[src/hw/rtl/bfa_pkg.sv]
// Shared constants, types and arithmetic helpers of the box free area block.
package bfa_pkg;

    localparam int COORD_BITS    = 16;
    localparam int ID_BITS       = 20;
    localparam int AREA_BITS     = 32;
    localparam int PROD_BITS     = (2 * COORD_BITS > AREA_BITS) ? 2 * COORD_BITS : AREA_BITS;
    localparam int CFG_ADDR_BITS = 4;
    localparam int CFG_DATA_BITS = 32;
    localparam int REG_IDX_BITS  = 2;

    localparam logic [AREA_BITS-1:0] AREA_MAX = {AREA_BITS{1'b1}};

    typedef logic [COORD_BITS-1:0] coord_t;
    typedef logic [AREA_BITS-1:0]  area_t;

    typedef enum logic [REG_IDX_BITS-1:0] {
        REG_BOX_LEFT   = 2'd0,
        REG_BOX_BOTTOM = 2'd1,
        REG_BOX_RIGHT  = 2'd2,
        REG_BOX_TOP    = 2'd3
    } reg_idx_t;

    // Box corners plus the box area, kept ready for list restarts.
    typedef struct packed {
        coord_t left;
        coord_t bottom;
        coord_t right;
        coord_t top;
        area_t  area;
    } box_t;

    typedef struct packed {
        logic               start_list;
        logic [ID_BITS-1:0] blockage_id;
        coord_t             rect_llx;
        coord_t             rect_lly;
        coord_t             rect_urx;
        coord_t             rect_ury;
    } req_t;

    typedef struct packed {
        logic  overlaps_box;
        area_t isect_area;
    } ovl_t;

    function automatic coord_t span(input coord_t lo, input coord_t hi);
        span = (hi > lo) ? coord_t'(hi - lo) : '0;
    endfunction

    function automatic area_t area_sat(input coord_t w, input coord_t h);
        logic [PROD_BITS-1:0] prod;
        prod = PROD_BITS'(w) * PROD_BITS'(h);
        area_sat = (prod > PROD_BITS'(AREA_MAX)) ? AREA_MAX : prod[AREA_BITS-1:0];
    endfunction

endpackage

[src/hw/rtl/bfa_req_if.sv]
// Request channel carrying one blockage rectangle per handshake.
interface bfa_req_if;
    logic                        valid;
    logic                        ready;
    logic                        start_list;
    logic [bfa_pkg::ID_BITS-1:0] blockage_id;
    bfa_pkg::coord_t             rect_llx;
    bfa_pkg::coord_t             rect_lly;
    bfa_pkg::coord_t             rect_urx;
    bfa_pkg::coord_t             rect_ury;

    modport source (
        output valid, start_list, blockage_id, rect_llx, rect_lly, rect_urx, rect_ury,
        input  ready
    );
    modport sink (
        input  valid, start_list, blockage_id, rect_llx, rect_lly, rect_urx, rect_ury,
        output ready
    );
endinterface

[src/hw/rtl/bfa_rsp_if.sv]
// Result channel carrying the overlap and free area of one blockage.
interface bfa_rsp_if;
    logic                        valid;
    logic                        ready;
    logic                        overlaps_box;
    logic [bfa_pkg::ID_BITS-1:0] blockage_id_out;
    bfa_pkg::area_t              isect_area;
    bfa_pkg::area_t              free_area;

    modport source (
        output valid, overlaps_box, blockage_id_out, isect_area, free_area,
        input  ready
    );
    modport sink (
        input  valid, overlaps_box, blockage_id_out, isect_area, free_area,
        output ready
    );
endinterface

[src/hw/rtl/bfa_cfg_regs.sv]
// APB register file holding the box corners and the derived box area.
module bfa_cfg_regs (
    input  logic                               clk,
    input  logic                               rst_n,
    input  logic                               psel,
    input  logic                               penable,
    input  logic                               pwrite,
    input  logic [bfa_pkg::CFG_ADDR_BITS-1:0]  paddr,
    input  logic [bfa_pkg::CFG_DATA_BITS-1:0]  pwdata,
    output logic [bfa_pkg::CFG_DATA_BITS-1:0]  prdata,
    output logic                               pready,
    output bfa_pkg::box_t                      box
);

    bfa_pkg::coord_t   left_reg, bottom_reg, right_reg, top_reg;
    bfa_pkg::area_t    box_area;
    bfa_pkg::reg_idx_t idx;
    logic              wr_en;
    bfa_pkg::coord_t   wr_val;

    assign pready = 1'b1;
    assign idx    = bfa_pkg::reg_idx_t'(paddr[bfa_pkg::CFG_ADDR_BITS-1:2]);
    assign wr_en  = psel && penable && pwrite && pready;
    assign wr_val = pwdata[bfa_pkg::COORD_BITS-1:0];

    always_ff @(posedge clk or negedge rst_n)
    begin
        if (!rst_n)
        begin
            left_reg   <= '0;
            bottom_reg <= '0;
            right_reg  <= '0;
            top_reg    <= '0;
        end
        else if (wr_en)
        begin
            case (idx)
                bfa_pkg::REG_BOX_LEFT:   left_reg   <= wr_val;
                bfa_pkg::REG_BOX_BOTTOM: bottom_reg <= wr_val;
                bfa_pkg::REG_BOX_RIGHT:  right_reg  <= wr_val;
                bfa_pkg::REG_BOX_TOP:    top_reg    <= wr_val;
                default: ;
            endcase
        end
    end

    // The box area is derived from the corners without delay.
    assign box_area = bfa_pkg::area_sat(bfa_pkg::span(left_reg, right_reg),
                                        bfa_pkg::span(bottom_reg, top_reg));

    always_comb
    begin
        case (idx)
            bfa_pkg::REG_BOX_LEFT:   prdata = bfa_pkg::CFG_DATA_BITS'(left_reg);
            bfa_pkg::REG_BOX_BOTTOM: prdata = bfa_pkg::CFG_DATA_BITS'(bottom_reg);
            bfa_pkg::REG_BOX_RIGHT:  prdata = bfa_pkg::CFG_DATA_BITS'(right_reg);
            bfa_pkg::REG_BOX_TOP:    prdata = bfa_pkg::CFG_DATA_BITS'(top_reg);
            default:                 prdata = '0;
        endcase
    end

    assign box.left   = left_reg;
    assign box.bottom = bottom_reg;
    assign box.right  = right_reg;
    assign box.top    = top_reg;
    assign box.area   = box_area;

endmodule

[src/hw/rtl/bfa_overlap.sv]
// Intersection test and intersection area of one rectangle against the box.
module bfa_overlap (
    input  bfa_pkg::box_t   box,
    input  bfa_pkg::req_t   rect,
    output bfa_pkg::ovl_t   ovl
);

    bfa_pkg::coord_t lo_x, lo_y, hi_x, hi_y;
    logic            hit;

    always_comb
    begin
        lo_x = (rect.rect_llx > box.left)   ? rect.rect_llx : box.left;
        lo_y = (rect.rect_lly > box.bottom) ? rect.rect_lly : box.bottom;
        hi_x = (rect.rect_urx < box.right)  ? rect.rect_urx : box.right;
        hi_y = (rect.rect_ury < box.top)    ? rect.rect_ury : box.top;
        // Touching edges and inverted rectangles give no overlap.
        hit  = (lo_x < hi_x) && (lo_y < hi_y);
        ovl.overlaps_box = hit;
        ovl.isect_area   = hit ? bfa_pkg::area_sat(bfa_pkg::coord_t'(hi_x - lo_x),
                                                   bfa_pkg::coord_t'(hi_y - lo_y))
                               : '0;
    end

endmodule

[src/hw/rtl/box_free_area_after_blockages.sv]
// An accepted request is held in the input register, then registered in the result register once that can load.
// Throughput: one request per cycle while the output is ready; the input and result registers form a two-entry pipe.
// The path from input register to result register holds one 16x16 multiplier and a subtract.
// A box corner write is seen by the very next request, box area included.
// Reset clears the box registers, the free area and both valid flags.
module box_free_area_after_blockages (
    input  logic                               clk,
    input  logic                               rst_n,
    bfa_req_if.sink                            req,
    bfa_rsp_if.source                          rsp,
    input  logic                               psel,
    input  logic                               penable,
    input  logic                               pwrite,
    input  logic [bfa_pkg::CFG_ADDR_BITS-1:0]  paddr,
    input  logic [bfa_pkg::CFG_DATA_BITS-1:0]  pwdata,
    output logic [bfa_pkg::CFG_DATA_BITS-1:0]  prdata,
    output logic                               pready
);

    bfa_pkg::box_t  box;
    bfa_pkg::ovl_t  ovl;

    // Input register: holds one accepted request until the result register can take it.
    logic           s1_valid_reg;
    bfa_pkg::req_t  s1_req_reg;

    // Result register and the running free area of the current list.
    logic                        s2_valid_reg;
    logic                        s2_ovl_reg;
    logic [bfa_pkg::ID_BITS-1:0] s2_id_reg;
    bfa_pkg::area_t              s2_ovl_area_reg;
    bfa_pkg::area_t              acc_reg, acc_next;
    bfa_pkg::area_t              acc_base;

    logic s2_load;
    logic s1_adv;
    logic req_fire;

    bfa_cfg_regs u_cfg (
        .clk     (clk),
        .rst_n   (rst_n),
        .psel    (psel),
        .penable (penable),
        .pwrite  (pwrite),
        .paddr   (paddr),
        .pwdata  (pwdata),
        .prdata  (prdata),
        .pready  (pready),
        .box     (box)
    );

    bfa_overlap u_ovl (
        .box  (box),
        .rect (s1_req_reg),
        .ovl  (ovl)
    );

    // The result register may load when it is empty or its request leaves this cycle.
    assign s2_load  = !s2_valid_reg || rsp.ready;
    assign s1_adv   = s1_valid_reg && s2_load;
    assign req.ready = !s1_valid_reg || s1_adv;
    assign req_fire = req.valid && req.ready;

    // A list start reloads the box area before this rectangle is subtracted;
    // the subtraction saturates at zero.
    always_comb
    begin
        acc_base = s1_req_reg.start_list ? box.area : acc_reg;
        if (ovl.overlaps_box)
        begin
            acc_next = (acc_base > ovl.isect_area) ? acc_base - ovl.isect_area : '0;
        end
        else
        begin
            acc_next = acc_base;
        end
    end

    always_ff @(posedge clk or negedge rst_n)
    begin
        if (!rst_n)
        begin
            s1_valid_reg <= 1'b0;
            s2_valid_reg <= 1'b0;
            acc_reg      <= '0;
        end
        else
        begin
            if (req.ready)
            begin
                s1_valid_reg <= req.valid;
            end
            if (s2_load)
            begin
                s2_valid_reg <= s1_valid_reg;
            end
            if (s1_adv)
            begin
                acc_reg <= acc_next;
            end
        end
    end

    always_ff @(posedge clk)
    begin
        if (req_fire)
        begin
            s1_req_reg.start_list  <= req.start_list;
            s1_req_reg.blockage_id <= req.blockage_id;
            s1_req_reg.rect_llx    <= req.rect_llx;
            s1_req_reg.rect_lly    <= req.rect_lly;
            s1_req_reg.rect_urx    <= req.rect_urx;
            s1_req_reg.rect_ury    <= req.rect_ury;
        end
        if (s1_adv)
        begin
            s2_ovl_reg      <= ovl.overlaps_box;
            s2_id_reg       <= s1_req_reg.blockage_id;
            s2_ovl_area_reg <= ovl.isect_area;
        end
    end

    assign rsp.valid           = s2_valid_reg;
    assign rsp.overlaps_box    = s2_ovl_reg;
    assign rsp.blockage_id_out = s2_id_reg;
    assign rsp.isect_area      = s2_ovl_area_reg;
    // The accumulator always equals the free area after the request in the result register.
    assign rsp.free_area       = acc_reg;

    // A shown result without overlap carries no area.
    a_no_ovl_zero_area: assert property (@(posedge clk) disable iff (!rst_n)
        (rsp.valid && !rsp.overlaps_box) |-> (rsp.isect_area == '0))
        else $error("overlap area set without overlap");

    // A strict overlap always has a nonzero area.
    a_ovl_nonzero_area: assert property (@(posedge clk) disable iff (!rst_n)
        (rsp.valid && rsp.overlaps_box) |-> (rsp.isect_area != '0))
        else $error("overlap reported with zero area");

    // Without a list start and without overlap the free area is unchanged.
    a_acc_hold: assert property (@(posedge clk) disable iff (!rst_n)
        (s1_adv && !s1_req_reg.start_list && !ovl.overlaps_box) |=> $stable(acc_reg))
        else $error("free area changed without cause");

    // The input side stalls only when both pipeline registers are full and the output waits.
    a_stall_cause: assert property (@(posedge clk) disable iff (!rst_n)
        !req.ready |-> (s1_valid_reg && rsp.valid && !rsp.ready))
        else $error("request stalled with room in the pipe");

endmodule
[src/flat_wrapper.sv]
// flat-port wrapper written by rule: the top's interface ports become plain ports
module box_free_area_after_blockages_flat 
  (clk, rst_n, psel, penable, pwrite, paddr, pwdata, prdata, pready, req_valid, req_start_list, req_blockage_id, req_rect_llx, req_rect_lly, req_rect_urx, req_rect_ury, req_ready, rsp_valid, rsp_overlaps_box, rsp_blockage_id_out, rsp_isect_area, rsp_free_area, rsp_ready);
  bfa_req_if req_i ();
  bfa_rsp_if rsp_i ();
  input  logic clk;
  input  logic rst_n;
  input  logic psel;
  input  logic penable;
  input  logic pwrite;
  input  logic [bfa_pkg::CFG_ADDR_BITS-1:0] paddr;
  input  logic [bfa_pkg::CFG_DATA_BITS-1:0] pwdata;
  output logic [bfa_pkg::CFG_DATA_BITS-1:0] prdata;
  output logic pready;
  input wire logic [$bits(req_i.valid)-1:0] req_valid;
  input wire logic [$bits(req_i.start_list)-1:0] req_start_list;
  input wire logic [$bits(req_i.blockage_id)-1:0] req_blockage_id;
  input wire logic [$bits(req_i.rect_llx)-1:0] req_rect_llx;
  input wire logic [$bits(req_i.rect_lly)-1:0] req_rect_lly;
  input wire logic [$bits(req_i.rect_urx)-1:0] req_rect_urx;
  input wire logic [$bits(req_i.rect_ury)-1:0] req_rect_ury;
  output wire logic [$bits(req_i.ready)-1:0] req_ready;
  output wire logic [$bits(rsp_i.valid)-1:0] rsp_valid;
  output wire logic [$bits(rsp_i.overlaps_box)-1:0] rsp_overlaps_box;
  output wire logic [$bits(rsp_i.blockage_id_out)-1:0] rsp_blockage_id_out;
  output wire logic [$bits(rsp_i.isect_area)-1:0] rsp_isect_area;
  output wire logic [$bits(rsp_i.free_area)-1:0] rsp_free_area;
  input wire logic [$bits(rsp_i.ready)-1:0] rsp_ready;
  assign req_i.valid = req_valid;
  assign req_i.start_list = req_start_list;
  assign req_i.blockage_id = req_blockage_id;
  assign req_i.rect_llx = req_rect_llx;
  assign req_i.rect_lly = req_rect_lly;
  assign req_i.rect_urx = req_rect_urx;
  assign req_i.rect_ury = req_rect_ury;
  assign req_ready = req_i.ready;
  assign rsp_valid = rsp_i.valid;
  assign rsp_overlaps_box = rsp_i.overlaps_box;
  assign rsp_blockage_id_out = rsp_i.blockage_id_out;
  assign rsp_isect_area = rsp_i.isect_area;
  assign rsp_free_area = rsp_i.free_area;
  assign rsp_i.ready = rsp_ready;
  box_free_area_after_blockages u_core (.clk(clk), .rst_n(rst_n), .req(req_i), .rsp(rsp_i), .psel(psel), .penable(penable), .pwrite(pwrite), .paddr(paddr), .pwdata(pwdata), .prdata(prdata), .pready(pready));
endmodule
[config.mk]
export PLATFORM = sky130hd
export DESIGN_NAME = box_free_area_after_blockages_flat
export DESIGN_NICKNAME = d
export VERILOG_FILES = /design/src/hw/rtl/bfa_pkg.sv /design/src/hw/rtl/bfa_req_if.sv /design/src/hw/rtl/bfa_rsp_if.sv /design/src/hw/rtl/bfa_cfg_regs.sv /design/src/hw/rtl/bfa_overlap.sv /design/src/hw/rtl/box_free_area_after_blockages.sv /design/src/flat_wrapper.sv
export SDC_FILE = /design/constraint.sdc
export NUM_CORES = 2
export LEC_CHECK = 0
export ABC_AREA = 1
export ABC_CLOCK_PERIOD_IN_PS = 13000
export BUFFER_PORTS_ARGS = -buffer_cell sky130_fd_sc_hd__buf_2
export CAP_MARGIN = 20
export CORE_MARGIN = 3
export CORE_UTILIZATION = 45
export DETAILED_ROUTE_END_ITERATION = 7
export PLACE_DENSITY = 0.68
export SYNTH_ARGS = -nofsm -noshare
export SYNTH_HDL_FRONTEND = slang
export SYNTH_SLANG_ARGS = --single-unit
[constraint.sdc]
create_clock -name clk -period 13 [get_ports clk]
set_clock_uncertainty 0.2 [all_clocks]
set_input_delay 1.3 -clock clk [delete_from_list [all_inputs] [get_ports clk]]
set_output_delay 1.3 -clock clk [all_outputs]
set_load 0.02 [all_outputs]
=== Word-level counts from Yosys, hierarchy flattened ===
Index checks and enable logic that the tools add are counted.

* Word-level logic and storage cells: 64
* Output and inout bits: 120
* Register bits: 236
* Bits of input ports: 128

* Add/sub/neg operators: 5
* Reduce and logical (&&, ||, !) cells: 14
* Equal/unequal tests: 3
* $lt $le $gt $ge: 11
* Multipliers: 2
* Muxes and demuxes: 13

{| class="wikitable"
|+ Operator list
! kind !! count
|-
| 32-bit two-way mux || 6
|-
| 32-bit one-hot mux with 4 select lines || 1
|-
| 16-bit two-way mux || 6
|-
| 16-bit > comparator || 4
|-
| 32-bit > comparator, second input constant || 2
|-
| 16-bit < comparator || 4
|-
| 16-bit by 16-bit multiplier with 32-bit output || 2
|-
| 16-bit subtractor || 4
|-
| 32-bit > comparator || 1
|-
| 32-bit subtractor || 1
|-
| 2-bit AND reduction || 4
|-
| 1-bit logical AND || 5
|-
| 2-bit equality test, second input constant || 2
|-
| 2-bit by 1-bit equality test with 1-bit output, second input constant || 1
|-
| 1-bit logical NOT || 2
|-
| 2-bit logical NOT || 1
|-
| 1-bit logical OR || 2
|}

=== Depth between registers and ports, before layout ===
* Depth in word-level cells: 10
* Gate-level depth with buffers: 62

=== Hierarchy ===
Synthesis repeated with hierarchy kept, for this count alone.

* Cell total of the unflattened synthesis: 5051
* Area, all modules: 36547.6 um^2

{| class="wikitable"
|+ Modules (own cells, without submodules)
! module !! sequential area each (um^2) !! instances !! area an instance (um^2) !! cells an instance
|-
| bfa_cfg_regs || 1601.5 || 1 || 14254.9 || 1976
|-
| bfa_overlap || 0.0 || 1 || 13456.7 || 2104
|-
| box_free_area_after_blockages || 4994.8 || 1 || 8836.0 || 971
|}

=== Least setup slack after synthesis ===
OpenSTA, ideal clock, no wires.

* Path kind: reg2reg
* Start: register u_core.u_cfg.left_reg[3]
* End: register u_core.acc_reg[26], in the netlist u_core.rsp.free_area[26]
* Required time: 12.728 ns
* Stages on the path, launching flop included: 55
* Library setup time: 0.072 ns
* Arrival: 9.436 ns
* Slack: 3.292 ns
* Path through: dfrtp_1 > inv_1 > ha_1 > a21oi_1 > nand2_1 > o21bai_1 > o211ai_1 > nand2_1 > o2111ai_1 > nand2_1 > clkbuf_1 > o21ai_0 > ha_1 > fa_1 > nand3b_1 > nand2_1 > nand2_1 > nand2_1 > [19 not listed] > a21oi_1 > nor2_1 > nor2_1 > inv_1 > ha_1 > nand2_1 > nor2_1 > nand2_1 > nor2_1 > nand2_1 > nand2_1 > nand2_2 > nor2_8 > buf_6 > nand3_1 > nand2_1 > nand2_1 > nand2_1

{| class="wikitable"
|+ RTL lines
! element !! RTL line !! source
|-
| start: declaration || bfa_cfg_regs.sv:15 || <nowiki>bfa_pkg::coord_t left_reg, bottom_reg, right_reg, top_reg;</nowiki>
|-
| start signal: assignment || bfa_cfg_regs.sv:38 || <nowiki>bfa_pkg::REG_BOX_LEFT: left_reg <= wr_val;</nowiki>
|-
| end signal: assignment || box_free_area_after_blockages.sv:99 || <nowiki>acc_reg <= acc_next;</nowiki>
|-
| end: declaration || box_free_area_after_blockages.sv:32 || <nowiki>bfa_pkg::area_t acc_reg, acc_next;</nowiki>
|}

=== Final worst setup path ===
* Start: register u_core.u_cfg.right_reg[5]
* End: register u_core.acc_reg[29], in the netlist u_core.rsp.free_area[29]

* Word-level cells in the longest chain between the ends: 10
* Elaborated cells between the ends (all ways): 20

{| class="wikitable"
|+ Ends and longest elaborated chain
! element !! RTL line !! source
|-
| start: declaration || bfa_cfg_regs.sv:15 ||
|-
| start signal: assignment || bfa_cfg_regs.sv:40 || <nowiki>bfa_pkg::REG_BOX_RIGHT: right_reg <= wr_val;</nowiki>
|-
| 16-bit < comparator || bfa_overlap.sv:15 || <nowiki>hi_x = (rect.rect_urx < box.right) ? rect.rect_urx : box.right;</nowiki>
|-
| 16-bit two-way mux || bfa_overlap.sv:15 ||
|-
| 16-bit subtractor || bfa_overlap.sv:20 || <nowiki>ovl.isect_area = hit ? bfa_pkg::area_sat(bfa_pkg::coord_t'(hi_x - lo_x),</nowiki>
|-
| 16-bit by 16-bit multiplier with 32-bit output || bfa_pkg.sv:53 || <nowiki>prod = PROD_BITS'(w) * PROD_BITS'(h);</nowiki>
|-
| 32-bit > comparator || bfa_pkg.sv:54 || <nowiki>area_sat = (prod > PROD_BITS'(AREA_MAX)) ? AREA_MAX : prod[AREA_BITS-1:0];</nowiki>
|-
| 32-bit two-way mux || bfa_pkg.sv:54 ||
|-
| 32-bit two-way mux || bfa_overlap.sv:20 ||
|-
| 32-bit subtractor or 32-bit > comparator (tied branches) || box_free_area_after_blockages.sv:71 || <nowiki>acc_next = (acc_base > ovl.isect_area) ? acc_base - ovl.isect_area : '0;</nowiki>
|-
| 32-bit two-way mux || box_free_area_after_blockages.sv:71 ||
|-
| 32-bit two-way mux * || box_free_area_after_blockages.sv:69 || <nowiki>if (ovl.overlaps_box)</nowiki>
|}

Mark *: on every way between the ends. The rest lies on a longest branch, timed or not.
A chain may end at the register's enable or synchronous reset.

==> impl_metrics.json <==
{
  "status": "complete, no violations",
  "cts_sinks": 236,
  "cts_max_path_buffers": 3,
  "dr.pass1.iters": 6,
  "wirelength_mm": 109.1,
  "timing.fmax_mhz": 82.11,
  "netlist.area_leader.share_pct": 22.59,
  "grt_usage_pct": 27.10,
  "finalCritPeriodShare_pct": 93.69,
  "synth_top_flop_cell": "edfxtp_1",
  "slowest_delay_ns": 0.54,
  "timing.rr.start": "u_core.u_cfg.right_reg[5]$_DFFE_PN0P_",
  "syn_to_final_growth_pct": 8.969,
  "synth.most_common_cell": "nand2_1",
  "cts_buffers": 27,
  "cpLargestDelayFamily": "adder cells",
  "post_synth_most_frequent_cells": "1274 x nand2_1, 962 x inv_1, 434 x nor2_1",
  "yosysTopAreaCell": "fa_1",
  "initial_core_util_pct": 45.62,
  "hp-start": "u_core.s1_req_reg[71]$_DFFE_PP_",
  "root_buffer": "clkbuf_16",
  "path_buf_inv": 8,
  "slew_violations": 0,
  "crit_path_top_delay_cell": "xor2_2",
  "holdPathEnd": "u_core.rsp.blockage_id_out[7]$_DFFE_PP_",
  "tightest_slew_ns": 1.039,
  "path_class": "register to register",
  "slew_headroom_pct": 30.71,
  "cts_tree": "done",
  "ys.warnings.count": 0,
  "design_area_mm2": 0.03794,
  "grt_pass1_vias": 30354,
  "multiInputGateArea_mm2": 0.02399,
  "netlist_instances": 4643,
  "grt_max_degree": 84,
  "hold_buffers": 0,
  "hpwl_mm": 90.84,
  "crit_arrival_ns": 12.49,
  "antenna_found_initial": 4,
  "avgRoutedWirePerCell_um": 18.49,
  "overflow": 0,
  "cp_data_required_time_ns": 13.31,
  "die-area_mm2": 0.08075,
  "synth-seq-cells": 236,
  "gp_congestion": 0.9868,
  "largest_reg_flops": 85,
  "fin_cells": 5900,
  "io_pins": 248,
  "r2r_slack_ns": 0.82,
  "cp-end-kind": "register",
  "die_y_um": 284.2,
  "synth_edf_count": 138,
  "fill_cells": 7622,
  "avgSynthCellArea_um2": 7.500,
  "synthDistinctLibCells": 58,
  "fin_nets": 5737,
  "worstRegToRegCells": 49,
  "syn_area_mm2": 0.03482,
  "drtIter0Drc": 2455,
  "row_count": 101,
  "cap_viol_max_count": 0,
  "finalWorstPathRequiredPeriod_ns": 12.18,
  "detail-route-antenna-nets": 0,
  "cts-htree-levels": 1,
  "hold_class": "register to register",
  "placed_area_mm2": 0.03707,
  "via_count": 30792,
  "cpMostUsedCell": "nand2_1",
  "whs_path_depth": 0,
  "die_w_um": 284.2,
  "path_clk_slew_ns": 0.06,
  "clock_latency_ns": 0.57,
  "r2r_end": "u_core.rsp.free_area[29]$_DFFE_PN0P_",
  "grt_pass1_wl_mm": 171.0,
  "cp-start-kind": "register",
  "async_flop_share_pct": 41.53,
  "seq_area_mm2": 0.006596,
  "tns_ns": 0,
  "rsz0062_at_grt": "false",
  "cts_setup_buffers": 0,
  "hold_viol": 0,
  "critPathMaxFanout": 18,
  "yosys-top-cells-area": "fa_1 23%, nand2_1 14%, ha_1 13%",
  "port_buffers": 212,
  "ctsResizeCount": 0,
  "setup-violations-final": 0,
  "vias_per_cell": 5.219,
  "drive_gt1_share_pct": 8.338,
  "drc_errors": 0,
  "core_mm2": 0.07633,
  "seq_area_frac_synth_pct": 18.94,
  "dp.cells": 5847
}
[layer usage]
layer	part of all wire, %	vias to the layer above	global-route usage, %
li1	-	14642	-
met1	41	14621	36.17
met2	45	1263	43.55
met3	8.4	262	4.539
met4	5.2	4	11.74
met5	0.025	-	0
[logic make-up (layout without fill, tap and decap cells)]
| family | after synthesis | in the layout | share of synthesized area, % |
|---|---|---|---|
| simple gates | 2043 | 2043 | 24.02 |
| compound gates | 445 | 445 | 7.201 |
| xor+xnor | 63 | 63 | 1.703 |
| fa+ha+maj | 760 | 760 | 35.78 |
| buf+inv | 1094 | 1305 | 12.33 |
| flops | 236 | 236 | 18.94 |
| other cells | 2 | 18 | 0.02157 |
[layout by cell type, fill, tap and decap left out, types with 5 or more instances in the layout]
| cell | instances |
|---|---|
| nand2_2 | 9 |
| nor2_1 | 434 |
| clkbuf_16 | 27 |
| buf_4 | 62 |
| o2111ai_1 | 17 |
| xnor2_1 | 29 |
| nand3b_1 | 30 |
| o21ai_0 | 142 |
| inv_2 | 10 |
| or2_2 | 32 |
| o21ai_2 | 6 |
| xor2_1 | 30 |
| inv_1 | 960 |
| nor4_1 | 5 |
| ha_1 | 367 |
| buf_2 | 211 |
| a31oi_1 | 8 |
| clkinv_1 | 11 |
| o21bai_1 | 20 |
| nand2_1 | 1274 |
| dfrtp_1 | 98 |
| fa_1 | 393 |
| nand3_1 | 160 |
| nand4_1 | 24 |
| a21o_1 | 17 |
| and2_1 | 18 |
| nor3_1 | 28 |
| clkinv_2 | 7 |
| nor2_2 | 11 |
| conb_1 | 17 |
| a21oi_1 | 201 |
| edfxtp_1 | 138 |
| o211ai_1 | 7 |
[worst max-delay path by stage]
stage                                                end  cells past startpoint                               startpoint  slack [ns]
finish              u_core.rsp.free_area[29]$_DFFE_PN0P_                     49    u_core.u_cfg.right_reg[5]$_DFFE_PN0P_        0.82
global route        u_core.rsp.free_area[26]$_DFFE_PN0P_                     55  u_core.u_cfg.bottom_reg[15]$_DFFE_PN0P_        0.19
CTS                 u_core.rsp.free_area[29]$_DFFE_PN0P_                     49    u_core.u_cfg.right_reg[5]$_DFFE_PN0P_        1.14
detailed placement  u_core.rsp.free_area[29]$_DFFE_PN0P_                     49    u_core.u_cfg.right_reg[5]$_DFFE_PN0P_        1.16
global placement    u_core.rsp.free_area[29]$_DFFE_PN0P_                     50    u_core.u_cfg.right_reg[7]$_DFFE_PN0P_        1.22
floorplan           u_core.rsp.free_area[26]$_DFFE_PN0P_                     54     u_core.u_cfg.left_reg[3]$_DFFE_PN0P_        3.29
[final cells by class]
type / instances / area share [%]
clock buffer: 31 / 1.820
antenna: 1 / 0.006595
inverter: 981 / 9.718
multi-input combinational: 3328 / 63.22
sequential: 236 / 17.38
timing repair buffer: 275 / 4.079
clock inverter: 18 / 0.3792
tap: 1030 / 3.396
[metrics by stage]
| stage | util, % | hold slack (ns) | setup slack, ns |
|---|---|---|---|
| floorplan | - | 0.2003 | 3.292 |
| global placement | 48.57 | 0.2006 | 1.222 |
| detailed placement | 48.57 | 0.2045 | 1.165 |
| CTS | 49.66 | 0.2179 | 1.143 |
| global route | 49.71 | 0.2164 | 0.1894 |
| finish | 49.71 | 0.2091 | 0.8207 |
Power is not shown: default switching activity piles up to over one toggle a cycle in this logic, so the estimate is an artifact.
